## src/design/bpc_pkg.sv

```systemverilog
// ----------------------------------------------------------------------------
// bpc_pkg
// Types, widths and helpers shared by the box/plane contact generator.
// ----------------------------------------------------------------------------
package bpc_pkg;

  localparam int ROT_BITS = 14;
  localparam int PROD_W   = 48;  // rotation entry x signed offset
  localparam int VERT_W   = 37;  // corner position
  localparam int NPROD_W  = 53;  // corner x normal
  localparam int DIST_W   = 41;
  localparam int PEN_W    = 42;
  localparam int QPROD_W  = 58;  // normal x penetration
  localparam int CONT_W   = 45;  // contact before saturation

  typedef enum logic [1:0] {
    REG_NORMAL_X     = 2'd0,
    REG_NORMAL_Y     = 2'd1,
    REG_NORMAL_Z     = 2'd2,
    REG_PLANE_OFFSET = 2'd3
  } reg_index_t;

  typedef struct packed {
    logic [3:0]           limit;
    logic [2:0][2:0][15:0] rot;   // rot[row][col]
    logic [2:0][30:0]     half;
    logic [2:0][31:0]     ctr;
  } box_t;

  typedef struct packed {
    logic [2:0] corner;
    logic [3:0] limit;
  } tag_t;

  typedef struct packed {
    logic [2:0][15:0] nrm;
    logic [31:0]      offset;
  } plane_t;

  typedef struct packed {
    logic [2:0]       corner;
    logic [30:0]      pen;
    logic [2:0][31:0] pos;
  } contact_t;

  function automatic logic [31:0] sat_s32(input logic signed [CONT_W-1:0] v);
    logic [31:0] r;
    if (v > $signed(CONT_W'(32'sh7FFF_FFFF))) r = 32'h7FFF_FFFF;
    else if (v < -$signed(CONT_W'(33'sh0_8000_0000))) r = 32'h8000_0000;
    else r = v[31:0];
    return r;
  endfunction

endpackage

```

## src/design/bpc_seq.sv

```systemverilog
// ----------------------------------------------------------------------------
// bpc_seq
// Takes one box and issues its eight corners, one per cycle while en is high.
// ----------------------------------------------------------------------------
module bpc_seq (
  input  logic          clk,
  input  logic          rst,
  input  logic          en,
  input  logic          in_valid,
  output logic          in_ready,
  input  bpc_pkg::box_t in_box,
  output logic          tok_valid,
  output bpc_pkg::box_t tok_box,
  output bpc_pkg::tag_t tok_tag
);

  logic       busy;
  logic [2:0] cnt;
  logic       accept;

  assign in_ready = en && (!busy || cnt == 3'd7);
  assign accept   = in_valid && in_ready;

  always_ff @(posedge clk) begin
    if (rst) begin
      busy <= 1'b0;
      cnt  <= '0;
    end else if (accept) begin
      busy <= 1'b1;
      cnt  <= '0;
    end else if (en && busy) begin
      cnt <= cnt + 3'd1;
      if (cnt == 3'd7) busy <= 1'b0;
    end
  end

  always_ff @(posedge clk) begin
    if (accept) tok_box <= in_box;
  end

  assign tok_valid      = busy;
  assign tok_tag.corner = cnt;
  assign tok_tag.limit  = tok_box.limit;

endmodule

```

## config.mk

```make
export PLATFORM = sky130hd
export DESIGN_NAME = bpc_seq
export DESIGN_NICKNAME = d
export VERILOG_FILES = /design/src/design/bpc_pkg.sv /design/src/design/bpc_seq.sv
export SDC_FILE = /design/constraint.sdc
export NUM_CORES = 1
export LEC_CHECK = 0
export ABC_AREA = 1
export BUFFER_PORTS_ARGS = -buffer_cell sky130_fd_sc_hd__clkbuf_2
export CORE_AREA = 3 3 269 271
export CTS_BUF_LIST = sky130_fd_sc_hd__clkbuf_8
export CTS_CLUSTER_DIAMETER = 100
export DETAILED_ROUTE_END_ITERATION = 10
export DIE_AREA = 0 0 272 274
export GPL_ROUTABILITY_DRIVEN = 0
export GPL_TIMING_DRIVEN = 0
export PLACE_DENSITY = 0.34
export SLEW_MARGIN = 40
export SYNTH_ARGS = -nofsm -noshare
export SYNTH_HDL_FRONTEND = slang
export SYNTH_SLANG_ARGS = --single-unit
```

## constraint.sdc

```tcl
create_clock -name clk -period 12.2 [get_ports clk]
set_input_delay 1.83 -clock clk [delete_from_list [all_inputs] [get_ports clk]]
set_output_delay 1.83 -clock clk [all_outputs]
set_load 0.02 [all_outputs]
```

## Yosys cells after proc, flatten, opt, wreduce, memory -nomap -nowiden

Cells that the tools add are included.

| storage, ports and cells | value |
|---|---|
| register bits | 341 |
| bits in latches | 0 |
| memory bits (writable) | 0 |
| bits in read-only memories | 0 |
| input port bits | 341 |
| output and inout bits | 346 |
| memories | 0 |

| operators by class | value |
|---|---|
| $add $sub $neg | 1 |
| $mul | 0 |
| divide/modulo/power cells | 0 |
| $lt $le $gt $ge | 0 |
| eq/ne operators | 1 |
| shifts and indexed selects | 0 |
| multiplexer cells | 3 |
| bitwise operators | 0 |
| reduce and logical (&&, ||, !) cells | 9 |

Operators by type and width:

| operator | count |
|---|---|
| $reduce_bool A2 Y1 | 2 |
| $add A3 B1 Y3 const B | 1 |
| $eq A3 B3 Y1 const B | 1 |
| $logic_and A1 B1 Y1 | 3 |
| $mux W1 | 3 |
| $reduce_and A2 Y1 | 1 |
| $reduce_or A2 Y1 | 1 |
| $logic_not A1 Y1 | 1 |
| $logic_or A1 B1 Y1 | 1 |

## Longest topological paths before layout

| depth | value |
|---|---|
| depth after elaboration | 6 |
| gate-level depth with buffers | 7 |
| mapped depth without buffers | 7 |

## Worst setup path before layout

No wires, ideal clock.

| path | value |
|---|---|
| path kind | in2reg |
| start point | in in_valid |
| end point | reg tok_box[0] (netlist bit), enable pin |
| data arrival time | 8.439 ns |
| required time | 11.514 ns |
| setup slack | 3.075 ns |
| stages | 2 |
| buffers on the path | 0 |
| cells stage by stage | nand3_1 -> inv_1 |

| on the way | value |
|---|---|
| cells in the longest elaborated chain, start to end | 1 |

Ends and longest elaborated chain:

| item | line | RTL |
|---|---|---|
| start, declared | bpc_seq.sv:9 | `input logic in_valid,` |
| $logic_and A1 B1 Y1 | bpc_seq.sv:22 | `assign accept = in_valid && in_ready;` |
| via accept | bpc_seq.sv:19 | `logic accept;` |
| end signal, assigned | bpc_seq.sv:38 | `if (accept) tok_box <= in_box;` |
| end, declared | bpc_seq.sv:13 | `output bpc_pkg::box_t tok_box,` |

The timed path passes the listed nets, and every way through them passes these cells.
A chain may end at the register's enable or synchronous reset.

## Worst setup path in the final report

| path | value |
|---|---|
| start point | in en |
| end point | out in_ready |

| on the way | value |
|---|---|
| cells in the longest elaborated chain, start to end | 1 |

Ends and longest elaborated chain:

| item | line | RTL |
|---|---|---|
| start, declared | bpc_seq.sv:8 | `input logic en,` |
| $logic_and A1 B1 Y1 | bpc_seq.sv:21 | `assign in_ready = en && (!busy \|\| cnt == 3'd7);` |
| end, declared | bpc_seq.sv:10 | `output logic in_ready,` |

Every way passes these cells.

==> flow_summary.yaml <==
sta:
  setup_ws_ns: 8.08
  worst_case_hold_slack_ns: 0.542
  setup_viol: 0
  final-max-slew-violation-count: 0
  hold_viol_final: 0
  slew_headroom: 0.664
  clock.fmax_mhz: 243
  fin_tns_setup_ns: 0
  finalClockSkew_ns: 0.0427
  fin_crit_sh: 0.338
  tightest_slew_ns: 0.504
  finalCriticalPeriod_ns: 4.12
  grt_setup_unrepaired: "false"
clock_network:
  clk_latency_ns: 0.62
  root_buffer_selected_by_cts: "clkbuf_8"
  ctsResizeCount: 0
  cts_buffers: 67
  h-tree-depth: 3
  clk_path_buf_depth: 3
  path_clk_slew_ns: 0.05
  tritoncts: "yes"
  cts_hold_repair.buffers: 0
  cts_setup_buffers: 0
  clock_sink_count: 341
min_path:
  whs_endpoint: "cnt[2]"
  holdCritStartpoint: "cnt[2]"
  hold_class: "reg2reg"
  timing.hold.worst_path_depth: 4
floorplan:
  die_w_microns: 272
  io_pins: 687
  core.rowCount: 97
  die_y_microns: 274
  initial_utilization: 0.148
  overall_die_area_sq_um: 74500
  core_region_area_sq_um: 70000
setup_path:
  worst_path_dominant_cell_family: "buffers and inverters"
  r2r.worst_path.cells: 8
  rr_startpoint: "cnt[0]"
  timing.critical_path.slowest_stage_cell: "clkbuf_2"
  startpoint_type: "input port"
  path_cells: "clkbuf_2, nand2_1, inv_1, clkbuf_2"
  r2r_slack_ns: 9.60
  crit-reg2reg-capture: "tok_box[144]"
  criticalPathCategory: "in2out"
  critical-path-max-stage-delay_ns: 0.17
  cp_dominant_cell_by_count: "clkbuf_2"
  path_buf_inv: 3
  worst-endpoint-arrival_ns: 2.29
  required_ns: 10.37
  critical_path.max_fanout: 6
  critical_path_end_type: "output port"
logic_synthesis:
  synthSimpleGateAreaFrac: 0.00568
  share_of_the_synthesized_area_in_compound_gates_ao_oa_aoi_oai: 0.00121
  xor_xnor_portion_of_the_synthesized_cell_area: 0.000845
  largest_family_of_logic_cells_by_synthesized_area: "simple AND/OR/NAND/NOR gates"
  ys_async_sr_fraction: 0
  synth_adder_area_share: 0.00242
  synthTopCellsByArea: "edfxtp_1 98%, dfxtp_1 0.77%, buf_4 0.29%"
  synthesis.area_per_instance_sq_um: 27.9
  synth.area.mux_share: 0
  synth_top_cell_by_area: "edfxtp_1"
  synth_warnings: 0
  synth.ff_latch_count: 341
  synth_fp_nets: 714
  synth-edff-count: 337
  ys_dominant_reg_cell: "edfxtp_1"
  synth_commonest_cells: "337 x edfxtp_1, 7 x inv_1, 7 x nand2_1, 4 x buf_4, 4 x dfxtp_1"
  ys_seq_area_frac: 0.984
  most_numerous_cell_in_the_yosys_netlist: "edfxtp_1"
  synthCells: 371
  post_synth_num_cell_types: 12
  synthDominantCellAreaShare: 0.977
  post_synth_instance_area_sq_um: 10400
place:
  port_buffers: 686
  detailedPlace.worstSlack_ns: 8.07
  place_area_sq_um: 15100
  dp_hpwl_microns: 29200
detailed_routing:
  routed_wire_length_per_instance_microns: 17.5
  totalWireLength_microns: 37000
  route.detailed.drc: 0
  drt_pre_antenna_iters: 4
  drt.antenna.violating_nets: 0
  routed-via-count: 6672
  drt-vias-per-instance: 3.15
  initialDrtViolationCount: 338
finish:
  area.growth.synth_to_final_pct: 57.2
  fill_cells: 7443
  fin_nets: 1473
  postLayoutCellArea_sq_um: 16300
  footprint_of_the_multi_input_gates_sq_um: 105
  drive_gt1_frac: 0.665
  layout.area.seq_sq_um: 10200
global_routing:
  gr-usage-all-layers: 0.0944
  first_global_vias: 7340
  antenna_found_initial: 9
  grt_pass1_wl_microns: 50800
  grt-ovfl-total: 0
  grt_start_max_net_pins: 83
outcome:
  result_of_the_run: "completed"
flow_run:
  drv.max_cap_violation_count: 0
power_and_ir_drop:
  totalPowerFinal_w: 0.00261
  leakagePower_nw: 6.84
  ir_drop_v: 0.0000841
  cellPowerDensity_nw_per_um2: 160
area by class of cell:
cell class	instances	share of cell area
Buffer	4	0.00184
Tap cell	940	0.0722
Clock buffer	68	0.0575
Sequential cell	341	0.626
Inverter	7	0.00207
Antenna cell	5	0.000768
Timing Repair Buffer	690	0.218
Clock inverter	44	0.0154
Multi-Input combinational cell	19	0.00645
layout by cell type, fill, tap and decap left out:
cell type / n
a21o_1: 1
a21oi_1: 1
buf_16: 4
buf_4: 4
bufinv_16: 1
clkbuf_2: 686
clkbuf_8: 68
clkinv_1: 14
clkinv_2: 7
clkinv_8: 1
clkinvlp_4: 2
dfxtp_1: 4
diode_2: 5
edfxtp_1: 337
ha_1: 2
inv_1: 20
inv_6: 3
inv_8: 3
nand2_1: 7
nand2_2: 1
nand3_1: 3
nor2_1: 3
xor2_1: 1
worst register-to-register path, cell delays in order, from the launching register on:
cell and delay [ns]:
dfxtp_1 0.37, ha_1 0.17, ha_1 0.16, inv_1 0.04, nand2_1 0.07, nand3_1 0.22
inv_8 0.44, buf_16 0.30, buf_16 0.46
logic make-up after synthesis:
| group | count (synthesis) |
|---|---|
| flip-flops | 341 |
| AND/OR/NAND/NOR | 14 |
| buffers and inverters | 11 |
| AO/OA/AOI/OAI | 2 |
| adder cells (fa/ha/maj) | 2 |
| XOR/XNOR | 1 |
report_power, final:
part           switching [W]  internal (W)  total (W)
Combinational       0.000131     0.0000734   0.000205
Sequential         0.0000142       0.00135    0.00137
Clock               0.000499      0.000544    0.00104
Total               0.000645       0.00197    0.00261
sequential cells by signal, indices dropped and copies added, names as in the netlist:
signal,cells
tok_box,337
cnt,3
tok_valid,1
layer usage:
layer  vias up  track usage  routed length [microns]
met5         -            0                       40
met4         6       0.0473                     1390
met3        82       0.0460                     4010
met2       378        0.164                    19300
met1      3189       0.0936                    12300
li1       3017            -                        -
per-stage QoR:
step,utilization,instances
3_3_place_gp,0.214,1997
2_1_floorplan,-,371
4_1_cts,0.232,2113
6_report,0.233,2118
5_1_grt,0.233,2116
3_5_place_dp,0.215,2001
worst max-delay path by stage:
stage,start,end,slack (ns),cells after the start
final,en,in_ready,8.08,4
after global routing,en,in_ready,8.04,4
after CTS,en,in_ready,8.07,4
after detailed placement,en,in_ready,8.07,4
after global placement,en,tok_box[112],-0.56,3
after floorplan,in_valid,tok_box[0],3.07,2
Note: power is estimated with default switching activity, not from simulation.
