--- config.mk ---
export PLATFORM = sky130hd
export DESIGN_NAME = bpc_emit
export DESIGN_NICKNAME = d
export VERILOG_FILES = /design/src/design/bpc_pkg.sv /design/src/design/bpc_emit.sv
export SDC_FILE = /design/constraint.sdc
export NUM_CORES = 1
export LEC_CHECK = 0
export BUFFER_PORTS_ARGS = -buffer_cell sky130_fd_sc_hd__buf_2
export CAP_MARGIN = 25
export CORE_ASPECT_RATIO = 2
export CORE_MARGIN = 3
export CORE_UTILIZATION = 48
export CTS_CLUSTER_SIZE = 14
export DETAILED_ROUTE_END_ITERATION = 8
export HOLD_SLACK_MARGIN = 0.03
export MAX_ROUTING_LAYER = met4
export PLACE_DENSITY = 0.85
export REMOVE_ABC_BUFFERS = 1
export SKIP_LAST_GASP = 1
export SYNTH_ARGS = -nofsm -noshare
export SYNTH_HDL_FRONTEND = slang
export SYNTH_SLANG_ARGS = --single-unit
--- constraint.sdc ---
create_clock -name clk -period 5.84 [get_ports clk]
set_input_delay 0.876 -clock clk [delete_from_list [all_inputs] [get_ports clk]]
set_output_delay 0.876 -clock clk [all_outputs]
set_load 0.01 [all_outputs]
--- src/design/bpc_pkg.sv ---
// ----------------------------------------------------------------------------
// bpc_pkg
// Types, widths and helpers shared by the box/plane contact generator.
// ----------------------------------------------------------------------------
package bpc_pkg;

  localparam int ROT_BITS = 14;
  localparam int PROD_W   = 48;  // rotation entry x signed offset
  localparam int VERT_W   = 37;  // corner position
  localparam int NPROD_W  = 53;  // corner x normal
  localparam int DIST_W   = 41;
  localparam int PEN_W    = 42;
  localparam int QPROD_W  = 58;  // normal x penetration
  localparam int CONT_W   = 45;  // contact before saturation

  typedef enum logic [1:0] {
    REG_NORMAL_X     = 2'd0,
    REG_NORMAL_Y     = 2'd1,
    REG_NORMAL_Z     = 2'd2,
    REG_PLANE_OFFSET = 2'd3
  } reg_index_t;

  typedef struct packed {
    logic [3:0]           limit;
    logic [2:0][2:0][15:0] rot;   // rot[row][col]
    logic [2:0][30:0]     half;
    logic [2:0][31:0]     ctr;
  } box_t;

  typedef struct packed {
    logic [2:0] corner;
    logic [3:0] limit;
  } tag_t;

  typedef struct packed {
    logic [2:0][15:0] nrm;
    logic [31:0]      offset;
  } plane_t;

  typedef struct packed {
    logic [2:0]       corner;
    logic [30:0]      pen;
    logic [2:0][31:0] pos;
  } contact_t;

  function automatic logic [31:0] sat_s32(input logic signed [CONT_W-1:0] v);
    logic [31:0] r;
    if (v > $signed(CONT_W'(32'sh7FFF_FFFF))) r = 32'h7FFF_FFFF;
    else if (v < -$signed(CONT_W'(33'sh0_8000_0000))) r = 32'h8000_0000;
    else r = v[31:0];
    return r;
  endfunction

endpackage

--- src/design/bpc_emit.sv ---
// ----------------------------------------------------------------------------
// bpc_emit
// Saturates each contact, applies the per-box limit, marks the last word.
// ----------------------------------------------------------------------------
module bpc_emit (
  input  logic          clk,
  input  logic          rst,
  output logic          en,
  input  logic          h_valid,
  input  logic          h_hit,
  input  logic [bpc_pkg::PEN_W-1:0] h_pen,
  input  logic [2:0][bpc_pkg::QPROD_W-1:0] h_q,
  input  logic [2:0][bpc_pkg::VERT_W-1:0] h_vert,
  input  bpc_pkg::tag_t h_tag,
  output logic          out_valid,
  input  logic          out_ready,
  output bpc_pkg::contact_t out_word,
  output logic          out_last
);

  bpc_pkg::contact_t cur, pend;
  logic        pend_valid, pend_final;
  logic [3:0]  found, base;
  logic        counted, emit, emit_last, cur_final;

  assign en = !out_valid || out_ready;

  always_comb begin
    logic signed [bpc_pkg::CONT_W-1:0] sum;
    for (int i = 0; i < 3; i++) begin
      sum = bpc_pkg::CONT_W'($signed(h_vert[i]))
          + bpc_pkg::CONT_W'($signed(h_q[i][bpc_pkg::QPROD_W-1:bpc_pkg::ROT_BITS]));
      cur.pos[i] = bpc_pkg::sat_s32(sum);
    end
    cur.pen    = (h_pen[bpc_pkg::PEN_W-1:31] != '0) ? 31'h7FFF_FFFF : h_pen[30:0];
    cur.corner = h_tag.corner;

    base      = (h_tag.corner == 3'd0) ? 4'd0 : found;
    counted   = h_valid && h_hit && (base < h_tag.limit);
    cur_final = (h_tag.corner == 3'd7) || (base + 4'd1 == h_tag.limit);
    // release the held word once its successor, or the end of its box, is known
    emit      = pend_valid && (pend_final || (h_valid && (counted || h_tag.corner == 3'd7)));
    emit_last = pend_final || !counted;
  end

  always_ff @(posedge clk) begin
    if (rst) begin
      out_valid  <= 1'b0;
      pend_valid <= 1'b0;
      pend_final <= 1'b0;
      found      <= '0;
    end else if (en) begin
      out_valid <= emit;
      if (h_valid) found <= base + (counted ? 4'd1 : 4'd0);
      if (counted) begin
        pend_valid <= 1'b1;
        pend_final <= cur_final;
      end else if (emit) begin
        pend_valid <= 1'b0;
        pend_final <= 1'b0;
      end
    end
  end

  always_ff @(posedge clk) begin
    if (en) begin
      if (counted) pend <= cur;
      if (emit) begin
        out_word <= pend;
        out_last <= emit_last;
      end
    end
  end

endmodule

-- Word-level counts from Yosys, hierarchy flattened
Cells that the tools add are included.
- add/subtract/negate cells: 5
- order comparisons: 7
- equality and inequality tests: 2
- muxes and demuxes: 8
- reduce and logical (&&, ||, !) cells: 18
- operator list (kind ; count):
    adder 37 x 44 -> 45 bit ; 3
    > comparator 45 x 32 -> 1 bit, second input constant ; 3
    less-than comparator 45 x 32 -> 1 bit, second input constant ; 3
    2-to-1 mux 32 bit ; 3
    nonzero test 11 bit ; 1
    AND reduction 2 bit ; 4
    logical OR 1 bit ; 5
    adder 4 x 1 -> 4 bit ; 1
    adder 4 x 1 -> 4 bit, second input constant ; 1
    == test 4 bit ; 1
    logical AND 1 bit ; 4
    less-than comparator 4 bit ; 1
    2-to-1 mux 1 bit ; 4
    2-to-1 mux 4 bit ; 1
    == test 3 bit, second input constant ; 1
    zero test 3 bit ; 1
    zero test 1 bit ; 2
    nonzero test 2 bit ; 1
- register bits after elaboration: 268
- input port bits: 339

-- Longest topological paths before layout
Gate-level depths: netlist (run 1).
- depth after elaboration: 10
- mapped depth: 14
- depth with buffers taken out: 13

-- Worst setup path after synthesis (run 1)
Ideal clock, no wire load.
- path kind: in2reg
- from: in h_tag[4] in the netlist's numbering
- to: reg out_last, enable pin
- library setup time: 484 ps
- arrival time: 5323 ps
- slack: 33 ps
- cell stages on the path: 12
- path buffers: 0
- path through: or3_1 and2_1 ha_1 nor2b_1 o21a_1 o21ai_0 and4b_1 a31o_2 a21oi_1 nor2b_1 nand2_1 inv_1
- cells in the longest elaborated chain, start to end: 9
- elaborated cells between the ends (all ways): 10
- ends and longest elaborated chain (item ; line ; source):
    start: declaration ; bpc_emit.sv:14 ; input bpc_pkg::tag_t h_tag,
    zero test 3 bit ; bpc_emit.sv:38 ; base = (h_tag.corner == 3'd0) ? 4'd0 : found;
    2-to-1 mux 4 bit ; bpc_emit.sv:38 ;
    less-than comparator 4 bit ; bpc_emit.sv:39 ; counted = h_valid && h_hit && (base < h_tag.limit);
    logical AND 1 bit ; bpc_emit.sv:39 ;
    named net counted ; bpc_emit.sv:24 ; logic counted, emit, emit_last, cur_final;
    logical OR 1 bit ; bpc_emit.sv:42 ; emit = pend_valid && (pend_final || (h_valid && (counted || h_tag.corner == 3'd7)));
    logical AND 1 bit ; bpc_emit.sv:42 ;
    logical OR 1 bit ; bpc_emit.sv:42 ;
    logical AND 1 bit ; bpc_emit.sv:42 ;
    AND reduction 2 bit (no source line) ; -- ;
    end signal: assignment ; bpc_emit.sv:70 ; out_last <= emit_last;
    end: declaration ; bpc_emit.sv:18 ; output logic out_last
The timed path passes the listed nets, and every way through them passes these cells.
A chain may end at the register's enable or synchronous reset.

-- Worst setup path in the final report (run 1)
- from: in h_q[90] in the netlist's numbering
- to: reg pend[52] in the netlist's numbering (data pin)
- cells in the longest elaborated chain, start to end: 3
- elaborated cells between the ends (all ways): 4
- ends and longest elaborated chain (item ; line ; source):
    start: declaration ; bpc_emit.sv:12 ; input logic [2:0][bpc_pkg::QPROD_W-1:0] h_q,
    adder 37 x 44 -> 45 bit (*) ; bpc_emit.sv:32 ; + bpc_pkg::CONT_W'($signed(h_q[i][bpc_pkg::QPROD_W-1:bpc_pkg::ROT_BITS]));
    less-than comparator 45 x 32 -> 1 bit ; bpc_pkg.sv:49 ; else if (v < -$signed(CONT_W'(33'sh0_8000_0000))) r = 32'h8000_0000;
    2-to-1 mux 32 bit ; bpc_pkg.sv:49 ;
    end signal: assignment ; bpc_emit.sv:67 ; if (counted) pend <= cur;
    end: declaration ; bpc_emit.sv:21 ; bpc_pkg::contact_t cur, pend;
Mark *: on every way between the ends. The rest lies on a longest branch, timed or not.

==> results of run 1 <==
==> sequential cells by signal (all words and copies together) (netlist names) <==
name and flops:
out_word 130, pend 130, out_last 1, found 4, out_valid 1, pend_final 1, pend_valid 1
==> logic make-up after synthesis <==
kind of cell	after synthesis
and+or+nand+nor	406
xor gates and xnor gates	124
adders and majority gates	142
buffers and inverters	99
DFF	268
AOI/OAI and AO/OA	534
muxes	2
==> power groups by stage <==
stage          Combinational [W]  Sequential, W  Clock, W
6_report                 0.00130        0.00225   0.00159
5_1_grt                  0.00142        0.00225   0.00169
4_1_cts                  0.00128        0.00225   0.00163
3_5_place_dp             0.00127        0.00229         0
3_3_place_gp             0.00124        0.00228         0
2_1_floorplan           0.000846        0.00230         0
==> per-stage QoR <==
step | hold slack (ps) | power (W)
2_1_floorplan | 400 | 0.00314
3_3_place_gp | 401 | 0.00352
3_5_place_dp | 405 | 0.00356
4_1_cts | 417 | 0.00515
5_1_grt | 420 | 0.00537
6_report | 413 | 0.00513
==> Yosys cell counts, drive strengths merged, types with 7 or more instances <==
cell and number:
and3 14, a21oi 153, nor3 29, o21bai 16
nand3 36, ha 139, inv 44, xor2 55
clkbuf 41, a21o 93, buf 14, o211ai 11
nor4 10, nor2 69, and2 11, nand2 118
edfxtp 261, a211oi 21, o31ai 7, nand4 30
dfxtp 7, o21a 12, o21ai 142, a31oi 12
or2 33, or3 9, nor2b 16, xnor2 69
nand2b 13
==> path summary, 6_finish.rpt <==
path         startpoint            to  slack [ps]
min reg2reg    pend[26]  out_word[26]         410
max             h_q[90]      pend[52]        1380
max reg2reg    found[1]  out_word[44]        2450
min            pend[26]  out_word[26]         410
==> area by class of cell <==
class	count	area, um2
fill	2891	14100
multi-input combinational	1208	8440
sequential	268	7980
timing repair buffer	441	2300
clock buffer	33	666
tap	441	552
inverter	44	175
clock inverter	10	113
antenna	18	45.0
==> routing by layer <==
layer / vias to the layer above / track usage (%) / share of wire, %
met1: 6867 / 24.8 / 33
met4: 0 / 15.9 / 6.5
met5: - / - / 0
met3: 180 / 4.23 / 5.7
li1: 6852 / - / -
met2: 674 / 50.3 / 55
==> worst max-delay path: cells and delay by family <==
family / cells / cell delay (ps)
AND/OR/NAND/NOR: 2 / 320
adder cells (fa/ha/maj): 1 / 390
AO/OA/AOI/OAI: 9 / 2680
buffers and inverters: 2 / 430
==> flow_summary.yaml, run 1 <==
status:
  status: "finished, final reports clean"
finish:
  fin_util_pct: 59.0
  stdcell_area_um2: 20300
  nNetsFinal: 2469
  layout-drive-gt1-share_pct: 27.0
  final_cell_mix: "429 x buf_2, 261 x edfxtp_1, 152 x a21oi_1"
  post_layout_nonfiller_instances: 2463
  final_common_cell: "buf_2"
  synthToLayoutAreaGrowth_pct: 20.7
floorplanning:
  die_h_um: 270
  core_area_um2: 34400
  row_count: 96
  fp.dieW_um: 138
  die-area_um2: 37400
  initial_core_util_pct: 48.9
  boundaryPins: 472
placement:
  dp_cells: 2401
  dp_slack_ps: 932
  port_buffers: 429
  place_area_um2: 19400
  place_congestion: 1.03
  dpl.hpwl_mm: 40.5
yosys:
  synthMuxAreaShare_pct: 0.127
  synth_flop_cell: "edfxtp_1"
  synth.avg_cell_area_um2: 10.7
  synth-simple-area-share_pct: 12.2
  synth_top_family_by_area: "compound AO/OA/AOI/OAI gates"
  synth_top_area_share_pct: 46.7
  synth_edf_count: 261
  yosys.area.top_type: "edfxtp_1"
  netlist_area_um2: 16800
  ys_seq_area_share_pct: 47.5
  synth_xor_xnor_area_share_pct: 6.47
  synth_cell_types: 84
  synthArstFlopShare_pct: 0
  yosys-top-cells-area: "edfxtp_1 47%, ha_1 10%, a21oi_1 4.5%"
  synth_compound_area_share_pct: 20.6
  yosys.area_share.adder_pct: 10.7
  synth_warnings: 0
  synth.ff_latch_count: 268
  netlist_instances: 1575
sta:
  tightest_slew_ps: 803
  slew_viol_final: 0
  max_freq_mhz: 224
  skew_ps: 13.4
  finalCriticalPeriod_ps: 4460
  finalHoldViolCount: 0
  layout_setup_ws_ps: 1380
  slew-limit-headroom_pct: 46.0
  period_share_pct: 76.4
  rsz0062_at_grt: "no"
  setup_violations: 0
  fin_setup_tns_ps: 0
hold_path:
  min_path_cells: 0
  hold_class: "flip-flop to flip-flop"
pwr:
  pwr-share-comb_pct: 25.3
  power_frac_seq_pct: 43.7
  clkPwrFrac_pct: 31.0
  peakVddDrop_mv: 0.187
  switching_power_w: 0.00150
  internal-power_w: 0.00364
  p_per_area_nw_per_um2: 253
  p_leak_nw: 8.31
  swShare_pct: 29.2
global_routing:
  grt_first_pass_wirelength_mm: 77.5
  track_usage_pct: 26.6
  grt_max_degree: 69
  first_global_vias: 14800
  overflow: 0
  antenna_found_initial: 19
clock_network:
  cts_tree: "done"
  cts_max_level: 1
  clkTransAtPathRegs_ps: 70
  cts_buffers: 25
  cts_hold_buffers: 0
  cts_setup_buffers: 0
  clkLatencyLatePin_ps: 540
  post_cts_resized: 0
  clock_path_buffers: 3
  cts_sinks: 268
  cts-root-buf: "clkbuf_16"
critical_path:
  cp-end-kind: "flip-flop"
  critical_path_arrival_ps: 4720
  worst-path-max-fanout: 31
  ff2ff_path_depth: 12
  crit_chain: "buf_2, ha_1, a21oi_1, o221ai_1, a2111o_1, a31o_2, a311oi_1, nor2_1, a21o_1, a311o_1, nand4b_1, o31ai_2, buf_4, o21ai_0"
  start_kind: "input pin"
  worstSetupPathType: "input pin to flip-flop"
  cp_slowest_cell: "a311oi_1"
  crit_required_ps: 6100
  max_stage_delay_ps: 590
routing:
  dr.pass1.iters: 5
  drc_errors: 0
  drt_iter0_drc: 716
  routed_wl_mm: 50.6
  via_count: 14600
  ant_nets: 0
  post_drt_via_cell_ratio: 5.92
  avgRoutedWirePerCell_um: 20.6
flow_run:
  drv_cap: 0
Note: power is estimated with default switching activity, not from simulation.
==> run 2: changes to the inputs <==
Settings changed: CORE_ASPECT_RATIO 2 to unset, CORE_UTILIZATION 48 to 54, PLACE_DENSITY 0.85 to 0.9.
Clock period 5.84 ns to 4.4 ns, I/O delays scaled along.
==> run 2 against run 1 <==
Sequential share of layout area down 0.19 points. Highest routed layer unchanged. Routed wire length down 5.1%. Non-clock buffer count up 10. Largest cell class unchanged. Via count down 0.48%. Register-to-register slack worse by 1100 ps. Sequential cell count unchanged. Final cell count down 1.9%. Critical path type unchanged. Worst hold slack worse by 43 ps. Global-route usage up 1.6 points. Power up 37%. Core utilization up 8.6 points. Clock-buffer cell count unchanged.
==> flow_summary.yaml, run 2 (same netlist as run 1, synthesis figures left out) <==
floorplanning:
  boundaryPins: 472
  die-area_um2: 33200
  core_area_um2: 30100
  row_count: 63
  fp.dieW_um: 182
  die_h_um: 182
  initial_core_util_pct: 55.7
routing:
  post_drt_via_cell_ratio: 6.00
  via_count: 14500
  routed_wl_mm: 48.0
  drt_iter0_drc: 1243
  drc_errors: 0
  avgRoutedWirePerCell_um: 19.9
  dr.pass1.iters: 5
  ant_nets: 0
global_routing:
  grt_max_degree: 95
  track_usage_pct: 28.2
  grt_first_pass_wirelength_mm: 74.1
  antenna_found_initial: 4
  overflow: 0
  first_global_vias: 14100
clock_network:
  cts_sinks: 268
  post_cts_resized: 0
  cts_max_level: 1
  cts_setup_buffers: 0
  cts_buffers: 28
  clkTransAtPathRegs_ps: 60
  cts-root-buf: "clkbuf_16"
  clkLatencyLatePin_ps: 550
  cts_hold_buffers: 0
  clock_path_buffers: 3
  cts_tree: "done"
critical_path:
  r2r_setup_slack_ps: 1330
  regToRegStartpoint: "found[1]"
  path_depth: 14
  r2r-end: "out_word[63]"
  start_kind: "input pin"
  ff2ff_path_depth: 12
  cp-end-kind: "flip-flop"
  cpMostUsedCell: "o21ai_0"
  path_buf_inv: 2
  worstSetupPathType: "input pin to flip-flop"
  crit_required_ps: 4680
  crit_family: "compound AO/OA/AOI/OAI gates"
  worst-path-max-fanout: 19
  worstSetupStartpoint: "h_q[80]"
  cp_slowest_cell: "a2111o_1"
  crit_chain: "buf_2, ha_1, a21oi_1, o21ai_0, a2111o_1, a31o_2, a311oi_1, nor2_1, a21o_1, a311o_1, nand4b_1, o31ai_2, buf_4, o21ai_0"
  max_stage_delay_ps: 440
  cp-endpoint: "pend[58]"
  critical_path_arrival_ps: 4090
finish:
  top_regs: "out_word x130, pend x130, found x4"
  synthToLayoutAreaGrowth_pct: 21.3
  post_layout_nonfiller_instances: 2417
  final_cell_mix: "429 x buf_2, 261 x edfxtp_1, 152 x a21oi_1"
  fin_util_pct: 67.6
  layout-drive-gt1-share_pct: 27.5
  final_common_cell: "buf_2"
  nNetsFinal: 2482
  fillers: 2279
status:
  status: "finished, final reports clean"
sta:
  slew_viol_final: 0
  slew-limit-headroom_pct: 35.1
  hold_slack_ps: 370
  period_share_pct: 86.5
  fin_setup_tns_ps: 0
  setup_violations: 0
  max_freq_mhz: 263
  skew_ps: 8.90
  finalHoldViolCount: 0
  finalCriticalPeriod_ps: 3810
  tightest_slew_ps: 971
  rsz0062_at_grt: "no"
pwr:
  power_frac_seq_pct: 42.4
  pwr-share-comb_pct: 24.4
  p_leak_nw: 8.42
  swShare_pct: 28.9
  p_per_area_nw_per_um2: 346
  switching_power_w: 0.00203
  peakVddDrop_mv: 0.261
  internal-power_w: 0.00501
  clkPwrFrac_pct: 33.2
placement:
  place_congestion: 0.998
  dp_cells: 2361
  dpl.hpwl_mm: 37.3
  port_buffers: 429
flow_run:
  drv_cap: 0
hold_path:
  hold_class: "input pin to flip-flop"
==> run 2: worst min path at each step <==
stage / slack, ps / startpoint / cells after the start / endpoint
after floorplan: 400 / pend[0] / 0 / out_word[0]
after global placement: 400 / pend[118] / 0 / out_word[118]
after detailed placement: 400 / pend[104] / 0 / out_word[104]
after CTS: 340 / h_tag[4] / 1 / pend[127]
after global routing: 340 / h_tag[4] / 1 / pend[127]
final: 370 / h_tag[4] / 1 / pend[127]
==> run 2: cell type report <==
class / instances / area (um2) / share of cell area [%]
multi-input cells: 1208 / 8430 / 41.4
inverters: 44 / 173 / 0.848
flip-flops and latches: 268 / 7980 / 39.2
repair buffers: 451 / 2370 / 11.7
clock inverters: 19 / 190 / 0.934
clock buffers: 33 / 719 / 3.53
well taps: 390 / 488 / 2.40
diodes: 4 / 10.0 / 0.0492
==> run 2: through the flow <==
| stage | cell area (um2) | power (W) | setup WS [ps] |
|---|---|---|---|
| 3_5_place_dp | 19400 | 0.00472 | 87.0 |
| 6_report | 20400 | 0.00704 | 593 |
| 4_1_cts | 20300 | 0.00705 | 610 |
| 5_1_grt | 20400 | 0.00737 | 316 |
| 2_1_floorplan | 16500 | 0.00417 | -1190 |
| 3_3_place_gp | 19400 | 0.00467 | 171 |
==> run 2: layer usage <==
layer	share of wire (%)	wire (um)	track usage, %	vias up
li1	-	-	-	6857
met1	39	18900	35.5	6812
met2	49	23500	47.5	726
met3	7.9	3820	3.45	108
met4	3.9	1870	9.81	0
met5	0	0	-	-
==> run 2: power by group through the flow <==
stage               clock [W]  sequential, W  combinational, W
detailed placement          0        0.00304           0.00168
finish                0.00234        0.00298           0.00172
CTS                   0.00237        0.00298           0.00170
global placement            0        0.00303           0.00164
global route          0.00249        0.00299           0.00189
floorplan                   0        0.00305           0.00112
